`src/rtl/mfa_pkg.sv`:
```
// ----------------------------------------------------------------------------
// Metaball field accumulate package
// Shared widths, controller state type and the per-axis distance function.
// ----------------------------------------------------------------------------
package mfa_pkg;

	localparam int VOX_W     = 5;   // voxel grid index
	localparam int CEN_W     = 16;  // signed Q8.8 ball center
	localparam int RAD_W     = 20;  // unsigned Q12.8 squared radius
	localparam int FLD_W     = 16;  // unsigned Q4.12 field value
	localparam int FRAC_W    = 8;   // fraction bits of the grid coordinates
	localparam int AXIS_W    = 16;  // magnitude of one axis difference
	localparam int SQ_W      = 2 * AXIS_W;
	localparam int D2_W      = SQ_W + 1;     // sum of three squares
	localparam int R2_W      = RAD_W + FRAC_W;
	localparam int Q_W       = 17;  // Q1.16 falloff, 0 .. 1.0 inclusive
	localparam int GSQ_W     = 2 * Q_W;
	localparam int TERM_SHIFT = 22;
	localparam int TERM_PROD_W = GSQ_W + 1;  // seven times a value of at most 2^32 (+1)
	localparam int TERM_W    = TERM_PROD_W - TERM_SHIFT;

	typedef enum logic [3:0] {
		ST_IDLE,
		ST_SQ,
		ST_SUM,
		ST_CMP,
		ST_DIV,
		ST_GSQ,
		ST_TERM,
		ST_ACC,
		ST_EMIT
	} state_t;

	// Magnitude of (voxel << 8) - center. It never exceeds 40704, so 16 bits hold it.
	function automatic logic [AXIS_W-1:0] axis_dist(input logic [VOX_W-1:0] voxel,
	                                                input logic [CEN_W-1:0] center);
		logic [AXIS_W:0] pos;
		logic [AXIS_W:0] cen;
		logic [AXIS_W:0] diff;
		logic [AXIS_W:0] mag;
		pos  = {{(AXIS_W+1-VOX_W-FRAC_W){1'b0}}, voxel, {FRAC_W{1'b0}}};
		cen  = {center[CEN_W-1], center};
		diff = pos - cen;
		mag  = diff[AXIS_W] ? (~diff + 1'b1) : diff;
		return mag[AXIS_W-1:0];
	endfunction

endpackage

```
`src/rtl/metaball_field_accumulate.sv`:
```
// ----------------------------------------------------------------------------
// Metaball field accumulate
// Sums the metaball falloff 1.75*(1 - d2/r2)^2 of a run of balls at one voxel.
// ----------------------------------------------------------------------------
// The block takes one ball-voxel pair at a time and holds in_ready low until
// that pair is finished. A ball that reaches the voxel passes from one
// accepted transaction to the next through three parallel serial squarers
// (eight two-bit steps and a handoff), the sum and compare, a
// one-bit-per-cycle divider, a serial squaring of the falloff, the scaling and
// the add, and the idle state in which the next transaction is taken; the
// divider is the longest of these steps. A ball that misses the voxel skips
// the divide, the squaring and the scaling. A last ball passes through an emit
// state that loads the output register and waits while the previous result is unread.
// A result waits in an output register, so new pairs flow while it is unread;
// only the next result stalls behind it.
module metaball_field_accumulate
	import mfa_pkg::*;
(
	input  logic             clk,
	input  logic             arst_n,
	input  logic             in_valid,
	output logic             in_ready,
	input  logic [VOX_W-1:0] voxel_x,
	input  logic [VOX_W-1:0] voxel_y,
	input  logic [VOX_W-1:0] voxel_z,
	input  logic [CEN_W-1:0] center_x,
	input  logic [CEN_W-1:0] center_y,
	input  logic [CEN_W-1:0] center_z,
	input  logic [RAD_W-1:0] radius_sq,
	input  logic             first_ball,
	input  logic             last_ball,
	output logic             out_valid,
	input  logic             out_ready,
	output logic [FLD_W-1:0] field_value,
	output logic [VOX_W-1:0] out_x,
	output logic [VOX_W-1:0] out_y,
	output logic [VOX_W-1:0] out_z
);

	state_t state_q, state_nxt;

	logic [VOX_W-1:0] vx_q, vy_q, vz_q;
	logic [RAD_W-1:0] rad_q;
	logic             first_q;
	logic             last_q;
	logic [D2_W-1:0]  d2_q;
	logic [TERM_W-1:0] term_q;
	logic [FLD_W-1:0] sum_q;

	logic             out_valid_q;
	logic [FLD_W-1:0] field_value_q;
	logic [VOX_W-1:0] out_x_q, out_y_q, out_z_q;

	logic             accept;
	logic             sq_start;
	logic             div_start;
	logic             gsq_start;
	logic             out_load;
	logic             out_free;

	logic [2:0]       sq_done;
	logic [SQ_W-1:0]  sq_prod [3];
	logic             div_done;
	logic [Q_W-1:0]   g;
	logic             gsq_done;
	logic [GSQ_W-1:0] g_sq;

	logic [R2_W-1:0]  r2;
	logic             hit;
	logic [R2_W-1:0]  r2_minus_d2;
	logic [TERM_PROD_W-1:0] term_prod;
	logic [FLD_W-1:0] base;
	logic [FLD_W:0]   sum_new;

	assign accept   = in_valid && in_ready;
	assign out_free = !out_valid_q || out_ready;

	assign r2          = {rad_q, {FRAC_W{1'b0}}};
	assign hit         = d2_q < D2_W'(r2);
	assign r2_minus_d2 = r2 - d2_q[R2_W-1:0];
	assign term_prod   = (TERM_PROD_W'(g_sq) << 3) - TERM_PROD_W'(g_sq);
	assign base        = first_q ? '0 : sum_q;
	assign sum_new     = {1'b0, base} + (FLD_W+1)'(term_q);

	mfa_sqr #(.W(AXIS_W)) u_sqr_x (
		.clk     (clk),
		.arst_n  (arst_n),
		.start   (sq_start),
		.operand (axis_dist(voxel_x, center_x)),
		.done    (sq_done[0]),
		.product (sq_prod[0])
	);

	mfa_sqr #(.W(AXIS_W)) u_sqr_y (
		.clk     (clk),
		.arst_n  (arst_n),
		.start   (sq_start),
		.operand (axis_dist(voxel_y, center_y)),
		.done    (sq_done[1]),
		.product (sq_prod[1])
	);

	mfa_sqr #(.W(AXIS_W)) u_sqr_z (
		.clk     (clk),
		.arst_n  (arst_n),
		.start   (sq_start),
		.operand (axis_dist(voxel_z, center_z)),
		.done    (sq_done[2]),
		.product (sq_prod[2])
	);

	mfa_div #(.DW(R2_W), .QW(Q_W)) u_div (
		.clk      (clk),
		.arst_n   (arst_n),
		.start    (div_start),
		.num      (r2_minus_d2),
		.den      (r2),
		.done     (div_done),
		.quotient (g)
	);

	mfa_sqr #(.W(Q_W)) u_sqr_g (
		.clk     (clk),
		.arst_n  (arst_n),
		.start   (gsq_start),
		.operand (g),
		.done    (gsq_done),
		.product (g_sq)
	);

	always_comb begin
		state_nxt = state_q;
		unique case (state_q)
			ST_IDLE: if (in_valid) state_nxt = ST_SQ;
			ST_SQ:   if (&sq_done) state_nxt = ST_SUM;
			ST_SUM:  state_nxt = ST_CMP;
			ST_CMP:  state_nxt = hit ? ST_DIV : ST_ACC;
			ST_DIV:  if (div_done) state_nxt = ST_GSQ;
			ST_GSQ:  if (gsq_done) state_nxt = ST_TERM;
			ST_TERM: state_nxt = ST_ACC;
			ST_ACC:  state_nxt = last_q ? ST_EMIT : ST_IDLE;
			ST_EMIT: if (out_free) state_nxt = ST_IDLE;
			default: state_nxt = ST_IDLE;
		endcase
	end

	always_comb begin
		in_ready  = state_q == ST_IDLE;
		sq_start  = in_valid && (state_q == ST_IDLE);
		div_start = (state_q == ST_CMP) && hit;
		gsq_start = (state_q == ST_DIV) && div_done;
		out_load  = (state_q == ST_EMIT) && out_free;
	end

	always_ff @(posedge clk or negedge arst_n) begin
		if (!arst_n) begin
			state_q     <= ST_IDLE;
			sum_q       <= '0;
			out_valid_q <= 1'b0;
		end else begin
			state_q <= state_nxt;
			if (state_q == ST_ACC) begin
				sum_q <= sum_new[FLD_W] ? '1 : sum_new[FLD_W-1:0];
			end
			if (out_load) begin
				out_valid_q <= 1'b1;
			end else if (out_ready) begin
				out_valid_q <= 1'b0;
			end
		end
	end

	always_ff @(posedge clk) begin
		if (accept) begin
			vx_q    <= voxel_x;
			vy_q    <= voxel_y;
			vz_q    <= voxel_z;
			rad_q   <= radius_sq;
			first_q <= first_ball;
			last_q  <= last_ball;
		end
		if (state_q == ST_SUM) begin
			d2_q <= D2_W'(sq_prod[0]) + D2_W'(sq_prod[1]) + D2_W'(sq_prod[2]);
		end
		// A ball that misses the voxel adds nothing.
		if (state_q == ST_CMP) begin
			term_q <= '0;
		end else if (state_q == ST_TERM) begin
			term_q <= term_prod[TERM_PROD_W-1:TERM_SHIFT];
		end
		if (out_load) begin
			field_value_q <= sum_q;
			out_x_q       <= vx_q;
			out_y_q       <= vy_q;
			out_z_q       <= vz_q;
		end
	end

	assign out_valid   = out_valid_q;
	assign field_value = field_value_q;
	assign out_x       = out_x_q;
	assign out_y       = out_y_q;
	assign out_z       = out_z_q;

endmodule

```
`src/rtl/mfa_sqr.sv`:
```
// ----------------------------------------------------------------------------
// Serial squarer
// Squares an unsigned operand two multiplier bits per cycle, most significant
// digit first, with a shift-and-add accumulator.
// ----------------------------------------------------------------------------
module mfa_sqr
	import mfa_pkg::*;
#(
	parameter int W = AXIS_W
) (
	input  logic           clk,
	input  logic           arst_n,
	input  logic           start,
	input  logic [W-1:0]   operand,
	output logic           done,
	output logic [2*W-1:0] product
);

	localparam int NDIG = (W + 1) / 2;
	localparam int CW   = $clog2(NDIG + 1);

	logic [W-1:0]      a_q;
	logic [2*NDIG-1:0] mult_q;
	logic [2*W-1:0]    acc_q;
	logic [CW-1:0]     cnt_q;
	logic              busy_q;
	logic              done_q;

	logic [1:0]   digit;
	logic [W+1:0] a3;
	logic [W+1:0] pp;

	assign digit = mult_q[2*NDIG-1 -: 2];
	assign a3    = {2'b00, a_q} + {1'b0, a_q, 1'b0};

	always_comb begin
		unique case (digit)
			2'd0:    pp = '0;
			2'd1:    pp = {2'b00, a_q};
			2'd2:    pp = {1'b0, a_q, 1'b0};
			default: pp = a3;
		endcase
	end

	always_ff @(posedge clk or negedge arst_n) begin
		if (!arst_n) begin
			busy_q <= 1'b0;
			done_q <= 1'b0;
			cnt_q  <= '0;
		end else begin
			done_q <= 1'b0;
			if (start) begin
				busy_q <= 1'b1;
				cnt_q  <= CW'(NDIG);
			end else if (busy_q) begin
				cnt_q <= cnt_q - 1'b1;
				if (cnt_q == CW'(1)) begin
					busy_q <= 1'b0;
					done_q <= 1'b1;
				end
			end
		end
	end

	// The running value is always the operand times a prefix of itself, so it
	// never outgrows the final square.
	always_ff @(posedge clk) begin
		if (start) begin
			a_q    <= operand;
			mult_q <= (2*NDIG)'(operand);
			acc_q  <= '0;
		end else if (busy_q) begin
			mult_q <= mult_q << 2;
			acc_q  <= (acc_q << 2) + (2*W)'(pp);
		end
	end

	assign done    = done_q;
	assign product = acc_q;

endmodule

```
`src/rtl/mfa_div.sv`:
```
// ----------------------------------------------------------------------------
// Serial fraction divider
// Restoring divider for a numerator no larger than the divisor. It returns
// floor((num << (QW-1)) / den), one quotient bit per cycle.
// ----------------------------------------------------------------------------
module mfa_div
	import mfa_pkg::*;
#(
	parameter int DW = R2_W,
	parameter int QW = Q_W
) (
	input  logic          clk,
	input  logic          arst_n,
	input  logic          start,
	input  logic [DW-1:0] num,
	input  logic [DW-1:0] den,
	output logic          done,
	output logic [QW-1:0] quotient
);

	localparam int CW = $clog2(QW + 1);

	logic [DW:0]   rem_q;
	logic [DW-1:0] den_q;
	logic [QW-1:0] quo_q;
	logic [CW-1:0] cnt_q;
	logic          busy_q;
	logic          done_q;

	logic          qbit;
	logic [DW:0]   rem_sub;

	assign qbit    = rem_q >= {1'b0, den_q};
	assign rem_sub = qbit ? (rem_q - {1'b0, den_q}) : rem_q;

	always_ff @(posedge clk or negedge arst_n) begin
		if (!arst_n) begin
			busy_q <= 1'b0;
			done_q <= 1'b0;
			cnt_q  <= '0;
		end else begin
			done_q <= 1'b0;
			if (start) begin
				busy_q <= 1'b1;
				cnt_q  <= CW'(QW);
			end else if (busy_q) begin
				cnt_q <= cnt_q - 1'b1;
				if (cnt_q == CW'(1)) begin
					busy_q <= 1'b0;
					done_q <= 1'b1;
				end
			end
		end
	end

	// After a subtraction the remainder is below the divisor, so doubling it
	// still fits one bit above the divisor width.
	always_ff @(posedge clk) begin
		if (start) begin
			rem_q <= {1'b0, num};
			den_q <= den;
			quo_q <= '0;
		end else if (busy_q) begin
			rem_q <= {rem_sub[DW-1:0], 1'b0};
			quo_q <= {quo_q[QW-2:0], qbit};
		end
	end

	assign done     = done_q;
	assign quotient = quo_q;

endmodule

```
`config.mk`:
```
export PLATFORM = sky130hd
export DESIGN_NAME = metaball_field_accumulate
export DESIGN_NICKNAME = d
export VERILOG_FILES = /design/src/rtl/mfa_pkg.sv /design/src/rtl/metaball_field_accumulate.sv /design/src/rtl/mfa_sqr.sv /design/src/rtl/mfa_div.sv
export SDC_FILE = /design/constraint.sdc
export NUM_CORES = 1
export LEC_CHECK = 0
export BUFFER_PORTS_ARGS = -buffer_cell sky130_fd_sc_hd__buf_4
export CAP_MARGIN = 20
export CORE_UTILIZATION = 35
export CTS_CLUSTER_DIAMETER = 150
export CTS_CLUSTER_SIZE = 28
export DETAILED_ROUTE_END_ITERATION = 8
export GPL_TIMING_DRIVEN = 0
export PLACE_DENSITY = 0.48
export SYNTH_ARGS = -nofsm -noshare
export SYNTH_HDL_FRONTEND = slang
export SYNTH_SLANG_ARGS = --single-unit
export TNS_END_PERCENT = 20
```
`constraint.sdc`:
```
create_clock -name clk -period 6.5 [get_ports clk]
set_input_delay 0.325 -clock clk [delete_from_list [all_inputs] [get_ports clk]]
set_output_delay 0.325 -clock clk [all_outputs]
set_load 0.02 [all_outputs]
```
==> impl_metrics.toml, run 1 <==
[outcome]
status = "finished, final reports clean"

[drt]
vias = 25844
antenna_left = 0
drt_wl_total_um = 87300
via_per_inst = 5.11
drc = 0
drtIter0Drc = 1259
drt_first_pass_iters = 4
wl_per_cell_um = 17.3

[placed_design]
numPortBuffers = 114
gp_congestion = 0.826
dpl-instance-area_um2 = 36500
hpwl_um = 68000
dp.cells = 4977
dp_slack_ns = 1.08

[power_and_ir_drop]
power_density_nw_per_um2 = 509
total_power_w = 0.0191
p_leak_nw = 15.6
irDropWorstVdd_v = 0.000306

[sta]
fmax_mhz = 187
finClkSkew_ns = 0.0395
worst_slew_pin_slew_ns = 1.11
setup_viol = 0
slew_headroom = 0.255
period_share = 0.825
fin_ws_ns = 1.14
slew_violations = 0
hold_viol = 0
grt_setup_unrepaired = "false"
fin_crit_ns = 5.36
fin_setup_tns_ns = 0

[yosys]
synth_cells = 3591
yosysSeqAreaShare = 0.381
synth_area_leader_cell = "edfxtp_1"
synthDistinctLibCells = 88
synth_area_um2 = 33900
synthArstFlopShare = 0.105
synth_seq_cells = 493
synth.avg_cell_area_um2 = 9.44
synth_flop_cell = "edfxtp_1"
synth.cells.most_frequent = "345 x nor2_1, 302 x nand2_1, 294 x ha_1, 279 x edfxtp_1, 258 x a21oi_1"
netlist.area_leader.share = 0.247
syn-num-nets = 4017
synth_edf_count = 279
synth-warning-count = 0
yosysMostFrequentCell = "nor2_1"
netlist_top_cells_area = "edfxtp_1 25%, ha_1 11%, dfxtp_1 9.6%"

[final_layout]
syn2layout_area_growth_pct = 10.6
fin_nets = 4203
layout.cells.non_filler = 5057
fin_area_um2 = 37500
n_antenna_cell = 0
fill_cells = 9625
drive_above_1_share = 0.0662

[grt]
antenna_found_initial = 0
grt_pass1_wl_um = 141000
globalRoute.totalOverflow = 0
grt_usage = 0.176
grt_max_degree = 53
grt_pass1_vias = 25399

[floorplanning]
die_w_um = 313
core_area_um2 = 95400
boundaryPins = 122
rows = 113
start_util = 0.355
die_y_um = 313
die_area_um2 = 98100

[critical_path]
cp.required_ns = 7.03
endpoint_kind = "flop"
crit_fanout = 7
crit_path_start = "u_sqr_z.a_q[1]$_DFFE_PP_"
rr_startpoint = "u_sqr_z.a_q[1]$_DFFE_PP_"
arrival_ns = 5.89
crit_type = "flop to flop"
setup.worst_path.start_class = "flop"

[clock_tree]
cts_buffers = 21
max-clock-path-buffers = 3
clk_latency_ns = 0.61
cts_resized = 0
cts_tree = "yes"
clock-root-buffer = "clkbuf_16"
htreeDepth = 1
clk_pin_slew_ns = 0.12
cts.sinks = 493

[worst_hold_path]
min-delay-path-class = "input pin to flop"
hold_start = "out_ready"

[flow_run]
cap_viol_max_count = 0
-- area by class of cell --
class	instances	area [um2]	area share
buffer	115	452	0.0120
clock buffer	36	582	0.0155
clock inverter	2	20.0	0.000534
inverter	221	830	0.0221
multi-input combinational	2762	19700	0.526
sequential	493	12900	0.345
tap	1265	1580	0.0422
timing repair buffer	163	1390	0.0371
-- metrics by stage --
| stage | hold WS, ns | util |
|---|---|---|
| after floorplan | 0.0294 | - |
| after global routing | 0.0483 | 0.393 |
| after detailed placement | 0.405 | 0.382 |
| final | 0.0271 | 0.393 |
| after global placement | 0.400 | 0.381 |
| after CTS | 0.000313 | 0.393 |
-- kinds of logic (layout without fill, tap and decap cells) --
group | Yosys count | after routing | share of synthesized area
buffers and inverters | 336 | 537 | 0.0376
multiplexers | 142 | 142 | 0.0441
AND/OR/NAND/NOR | 1068 | 1068 | 0.148
flip-flops | 493 | 493 | 0.381
XOR/XNOR | 329 | 329 | 0.0850
AO/OA/AOI/OAI | 886 | 886 | 0.170
adder cells (fa/ha/maj) | 337 | 337 | 0.134
-- sequential cells by signal, indices dropped and copies added, names as in the netlist, 20 cells and up --
name / count
u_sqr_y.product: 32
u_div.rem_q: 29
u_div.den_q: 20
u_sqr_x.product: 32
u_sqr_z.product: 32
rad_q: 20
u_sqr_g.product: 34
d2_q: 33
-- layer usage --
metal  GRT usage  up-vias  routed length (um)
met3      0.0134       51                1830
met4      0.0261        0                1190
met2       0.303      276               41500
li1            -    13247                   -
met5           0        -                   0
met1       0.245    12270               42800
-- final timing paths --
kind                                                    endpoint  slack, ns  depth (start not counted)
worst max register to register  u_sqr_z.product[20]$_SDFFE_PP0P_       1.14                         18
worst max-delay path            u_sqr_z.product[20]$_SDFFE_PP0P_       1.14                         18
min in group asynchronous                  sum_q[12]$_DFFE_PN0N_       0.38                          2
max in group asynchronous             u_div.cnt_q[3]$_DFFE_PN0P_       5.55                          2
worst min-delay path                       out_valid$_DFFE_PN0P_       0.03                          3
worst min register to register                out_y[4]$_DFFE_PP_       0.43                          0
-- critical path, cell delays in order, from the launching register on --
cell	delay [ns]
edfxtp_1	0.50
ha_1	0.33
a21o_1	0.18
a21o_1	0.20
a2111oi_0	0.59
nor2_1	0.10
a21oi_1	0.20
xnor2_1	0.08
mux2_2	0.26
a22o_1	0.21
ha_1	0.21
nor3_1	0.30
o21ai_0	0.17
a21oi_1	0.37
o2111ai_1	0.23
a41oi_1	0.83
nor2_1	0.12
xnor2_1	0.16
a211oi_1	0.21
-- placed cells by master, fill, tap and decap left out, drive strengths merged, types with 76 or more instances in the layout --
master / netlist / final
nand2: 302 / 302
a21o: 86 / 86
a21oi: 260 / 260
dfxtp: 162 / 162
o21ai: 171 / 171
mux2i: 87 / 87
edfxtp: 279 / 279
inv: 220 / 222
nor2: 345 / 345
clkbuf: 103 / 139
ha: 294 / 294
buf: 12 / 134
xor2: 102 / 102
a211oi: 76 / 76
xnor2: 227 / 227
-- power breakdown --
group / total, W / internal (W) / switching [W]
registers: 0.00574 / 0.00475 / 0.000986
logic: 0.0117 / 0.00513 / 0.00652
clock network: 0.00168 / 0.000630 / 0.00105
-- what timing repair did --
action	4_1_cts	5_1_grt
hold buffers	41	0
buffers inserted	0	0
endpoints found under the setup margin	0	0
hold endpoints to repair	92	0
Note: power is estimated with default switching activity, not from simulation.
==> run 2: changes to the inputs <==
--- a/config.mk
+++ b/config.mk
@@ -12,7 +12,7 @@
 export CTS_CLUSTER_SIZE = 28
 export DETAILED_ROUTE_END_ITERATION = 8
 export GPL_TIMING_DRIVEN = 0
-export PLACE_DENSITY = 0.48
+export PLACE_DENSITY = 0.5
 export SYNTH_ARGS = -nofsm -noshare
 export SYNTH_HDL_FRONTEND = slang
 export SYNTH_SLANG_ARGS = --single-unit
==> constraint.sdc (replaced) <==
create_clock -name clk -period 4.7 [get_ports clk]
set_input_delay 0.235 -clock clk [delete_from_list [all_inputs] [get_ports clk]]
set_output_delay 0.235 -clock clk [all_outputs]
set_load 0.02 [all_outputs]
==> run 2 against run 1 <==
Against the previous run: setup slack worse by 0.98 ns; clock power grew 40%; wire length about the same; hold slack better by 0.056 ns; sequential power increased by 38%; cell area grew 2.5%; clock-buffer cell count is 1 lower; maximum frequency up 18%; final cell count rose by 0.81%; critical path type unchanged.
==> impl_metrics.toml, run 2 (synthesized netlist as in run 1, its figures left out) <==
[grt]
grt_pass1_wl_um = 140000
globalRoute.totalOverflow = 0
grt_pass1_vias = 25684
antenna_found_initial = 0
grt_max_degree = 90
grt_usage = 0.175

[clock_tree]
cts.sinks = 493
clk_pin_slew_ns = 0.11
clock-root-buffer = "clkbuf_16"
htreeDepth = 1
cts_buffers = 21
max-clock-path-buffers = 3
clk_latency_ns = 0.61
cts_tree = "yes"

[power_and_ir_drop]
p_leak_nw = 15.9
irDropWorstVdd_v = 0.000403
power_density_nw_per_um2 = 705
total_power_w = 0.0271

[drt]
vias = 25995
drc = 0
drtIter0Drc = 1099
drt_first_pass_iters = 5
antenna_left = 0
wl_per_cell_um = 17.1
via_per_inst = 5.10
drt_wl_total_um = 87200

[floorplanning]
die_area_um2 = 98100
die_w_um = 313
boundaryPins = 122
rows = 113
core_area_um2 = 95400
die_y_um = 313
start_util = 0.355

[sta]
slew_headroom = 0.273
slew_violations = 0
period_share = 0.966
fmax_mhz = 220
grt_setup_unrepaired = "true"
fin_crit_ns = 4.54
hold_viol = 0
finClkSkew_ns = 0.0280
setup_viol = 0
worst_slew_pin_slew_ns = 1.09
hold_slack_ns = 0.0832

[worst_hold_path]
hold_path_depth = 2
min-delay-path-class = "input pin to flop"

[final_layout]
syn2layout_area_growth_pct = 13.4
final_cell_mix = "341 x nor2_1, 300 x nand2_1, 280 x ha_1"
n_antenna_cell = 0
final_common_cell = "nor2_1"
fin_util = 0.403
drive_above_1_share = 0.0960
fin_nets = 4245
largest_reg_flops = 34
layout.cells.non_filler = 5098

[critical_path]
arrival_ns = 5.01
cp.required_ns = 5.17
crit_type = "flop to flop"
crit_slowest_cell = "or4_4"
max_stage_delay_ns = 0.51
crit_fanout = 7
setup.worst_path.start_class = "flop"
path_cells = "buf_6, inv_1, fa_2, nor2b_1, o21ai_1, nand2b_1, a21o_1, a21oi_2, xnor2_1, mux2_2, a22o_4, ha_4, or2_4, a21oi_4, a211oi_2, or4_4, a311o_1, a21oi_4, buf_6, xnor2_1, mux2i_1, nor2_1"
endpoint_kind = "flop"
r2r_cells = 22

[outcome]
status = "finished, final reports clean"

[flow_run]
cap_viol_max_count = 0

[placed_design]
dp.cells = 4977
gp_congestion = 0.855
numPortBuffers = 114
hpwl_um = 67100
## run 2: area by class of cell
| class | instances | area, um2 |
|---|---|---|
| tap | 1265 | 1580 |
| sequential | 493 | 12900 |
| buffer | 115 | 460 |
| inverter | 221 | 830 |
| timing repair buffer | 205 | 1750 |
| clock inverter | 2 | 8.76 |
| clock buffer | 35 | 609 |
| fill | 9590 | 57000 |
| multi-input combinational | 2762 | 20300 |
## run 2: timing repair
action	in CTS	in global routing
pin swaps	7	47
hold endpoints to repair	99	0
hold buffers	46	0
cloned	0	0
setup buffers	8	29
setup endpoints to repair	79	64
gates resized for setup	32	91
## run 2: worst max-delay path: cells and delay by family, from the launching register on
| family | cells | cell delay, ns |
|---|---|---|
| AOI/OAI and AO/OA | 8 | 1.37 |
| adders and majority gates | 2 | 0.62 |
| and+or+nand+nor | 5 | 1.05 |
| buffers and inverters | 3 | 0.32 |
| xor gates and xnor gates | 2 | 0.17 |
| muxes | 2 | 0.41 |
| DFF | 1 | 0.48 |
## run 2: metal layers
metal / global-route usage / up-vias / part of all wire
met4: 0.0327 / 0 / 0.015
met3: 0.0185 / 58 / 0.027
met1: 0.233 / 12348 / 0.48
li1: - / 13352 / -
met5: 0 / - / 0
met2: 0.307 / 237 / 0.48
## run 2: worst paths after layout
kind	from	slack [ns]	end
max	u_sqr_y.a_q[1]$_DFFE_PP_	0.16	u_sqr_y.product[18]$_SDFFE_PP0P_
min reg2reg	vx_q[0]$_DFFE_PP_	0.43	out_x[0]$_DFFE_PP_
max reg2reg	u_sqr_y.a_q[1]$_DFFE_PP_	0.16	u_sqr_y.product[18]$_SDFFE_PP0P_
min	center_z[4]	0.08	u_sqr_z.a_q[4]$_DFFE_PP_
max in group asynchronous	arst_n	3.87	state_q[3]$_DFFE_PN0P_
min in group asynchronous	arst_n	0.27	u_sqr_z.cnt_q[3]$_DFFE_PN0P_
## run 2: per-stage QoR
step	setup slack, ns	area, um2	setup TNS, ns
finish	0.161	38400	0
global route	-0.106	38400	-0.433
CTS	-0.00103	37800	-0.00188
detailed placement	-0.646	36500	-20.26
global placement	-0.688	36300	-90.73
floorplan	0.166	33900	0
## run 2: where the power goes
part / internal [W] / switching, W
logic: 0.00746 / 0.00934
clock network: 0.000905 / 0.00144
registers: 0.00657 / 0.00137
==> run 3: changes to the inputs <==
--- a/config.mk
+++ b/config.mk
@@ -7,6 +7,7 @@
 export LEC_CHECK = 0
 export BUFFER_PORTS_ARGS = -buffer_cell sky130_fd_sc_hd__buf_4
 export CAP_MARGIN = 20
+export CORE_MARGIN = 1.5
 export CORE_UTILIZATION = 35
 export CTS_CLUSTER_DIAMETER = 150
 export CTS_CLUSTER_SIZE = 28
==> run 3 against run 2 <==
Against the previous run: flip-flop and latch count is the same; critical path depth shrank 3; largest power group unchanged; clock power is essentially flat; sequential power is essentially flat; setup slack lost 0.059 ns; register-to-register slack lost 0.06 ns; clock skew shrank 0.0020 ns.
==> impl_metrics.toml, run 3 (synthesized netlist as in run 1, its figures left out) <==
[outcome]
status = "finished, final reports clean"

[floorplanning]
start_util = 0.355
rows = 113
die_y_um = 314
core_area_um2 = 95400
die_w_um = 314
die_area_um2 = 98700
boundaryPins = 122

[critical_path]
endpoint_kind = "flop"
setup.worst_path.start_class = "flop"
crit_type = "flop to flop"
crit_fanout = 7
arrival_ns = 5.05
cp.required_ns = 5.15

[clock_tree]
htreeDepth = 1
clk_pin_slew_ns = 0.11
clk_latency_ns = 0.60
cts_tree = "yes"
clock-root-buffer = "clkbuf_16"
cts_buffers = 21
max-clock-path-buffers = 3
cts.sinks = 493

[sta]
grt_setup_unrepaired = "true"
fin_ws_ns = 0.102
slew_violations = 0
slew_headroom = 0.260
fin_crit_ns = 4.60
fmax_mhz = 217
finClkSkew_ns = 0.0260
period_share = 0.978
worst_slew_pin_slew_ns = 1.10
hold_viol = 0
setup_viol = 0

[drt]
drt_wl_total_um = 87700
via_per_inst = 5.10
drt_first_pass_iters = 5
antenna_left = 0
vias = 25933
drtIter0Drc = 1175
drc = 0
wl_per_cell_um = 17.2

[grt]
grt_max_degree = 88
globalRoute.totalOverflow = 0
grt_pass1_vias = 25448
grt_usage = 0.174
use_met3 = 0.0158
met2_usage = 0.304
gr-usage-met1 = 0.237
busiest_layer = "met2"
antenna_found_initial = 0
grt_pass1_wl_um = 140000

[placed_design]
hpwl_um = 67200
gp_congestion = 0.835
dp.cells = 4976
numPortBuffers = 114
dp_slack_ns = -0.644

[final_layout]
final_cell_mix = "340 x nor2_1, 300 x nand2_1, 282 x ha_1"
drive_above_1_share = 0.0942
n_antenna_cell = 0
fin_nets = 4234
final_common_cell = "nor2_1"
layout.cells.non_filler = 5087
largest_reg_flops = 34
syn2layout_area_growth_pct = 13.1

[flow_run]
cap_viol_max_count = 0

[power_and_ir_drop]
irDropWorstVdd_v = 0.000459
p_leak_nw = 15.9
power_density_nw_per_um2 = 709

[worst_hold_path]
min-delay-path-class = "input pin to flop"
==> run 3: repair_timing <==
| action | in CTS | in global routing |
|---|---|---|
| hold buffers | 44 | 0 |
| endpoints found under the setup margin | 88 | 74 |
| gates resized for setup | 33 | 93 |
| hold endpoints to repair | 96 | 0 |
| buffers inserted | 6 | 24 |
| pin swaps | 7 | 40 |
==> run 3: worst max-delay path: stages, from the launching register on <==
cell      delay [ns]
edfxtp_1        0.48
buf_4           0.18
ha_1            0.34
a211oi_4        0.25
o21ai_1         0.14
a31oi_1         0.22
and2_1          0.17
xnor2_1         0.06
mux2_2          0.26
a22o_1          0.19
ha_1            0.33
a21o_1          0.20
a21o_1          0.18
or4_1           0.43
a311o_1         0.43
a21oi_4         0.19
buf_12          0.14
nor2_2          0.04
xnor2_1         0.16
a21oi_1         0.08
==> run 3: cell type report <==
cell class	instances	area [um2]
tap	1265	1580
fill	9571	57100
sequential	493	12900
buffer	115	460
multi-input combinational	2762	20300
timing repair buffer	194	1650
clock inverter	2	15.0
clock buffer	35	578
inverter	221	830
==> run 3: path summary, 6_finish.rpt <==
check                                               from                          endpoint  slack, ns  depth (start not counted)
worst max register to register  u_sqr_y.a_q[1]$_DFFE_PP_  u_sqr_y.product[20]$_SDFFE_PP0P_       0.10                         19
worst min register to register         vx_q[3]$_DFFE_PP_                out_x[3]$_DFFE_PP_       0.43                          0
max in group asynchronous                         arst_n            state_q[2]$_DFFE_PN0P_       3.85                          2
worst max-delay path            u_sqr_y.a_q[1]$_DFFE_PP_  u_sqr_y.product[20]$_SDFFE_PP0P_       0.10                         19
min in group asynchronous                         arst_n      u_sqr_z.cnt_q[3]$_DFFE_PN0P_       0.28                          2
worst min-delay path                         center_y[7]          u_sqr_y.a_q[7]$_DFFE_PP_       0.02                          2
==> run 3: per-layer routing <==
| layer | up-vias | part of all wire |
|---|---|---|
| li1 | 13324 | - |
| met2 | 248 | 0.48 |
| met1 | 12305 | 0.48 |
| met4 | 0 | 0.016 |
| met3 | 56 | 0.022 |
| met5 | - | 0 |
==> run 3: where the power goes <==
group	total, W	switching [W]	internal (W)
sequential	0.00796	0.00139	0.00657
clock	0.00232	0.00145	0.000864
combinational	0.0169	0.00939	0.00753
==> run 3: per-stage QoR <==
stage,total power (W),setup TNS [ns],util,hold slack (ns),instance area (um2)
after detailed placement,0.0241,-23.81,0.382,0.381,36500
after CTS,0.0267,-0.00768,0.395,0.00192,37700
after floorplan,0.0200,0,-,-0.0606,33900
final,0.0272,0,0.402,0.0247,38400
after global placement,0.0240,-76.84,0.381,0.364,36300
after global routing,0.0297,-1.33,0.402,0.0112,38400
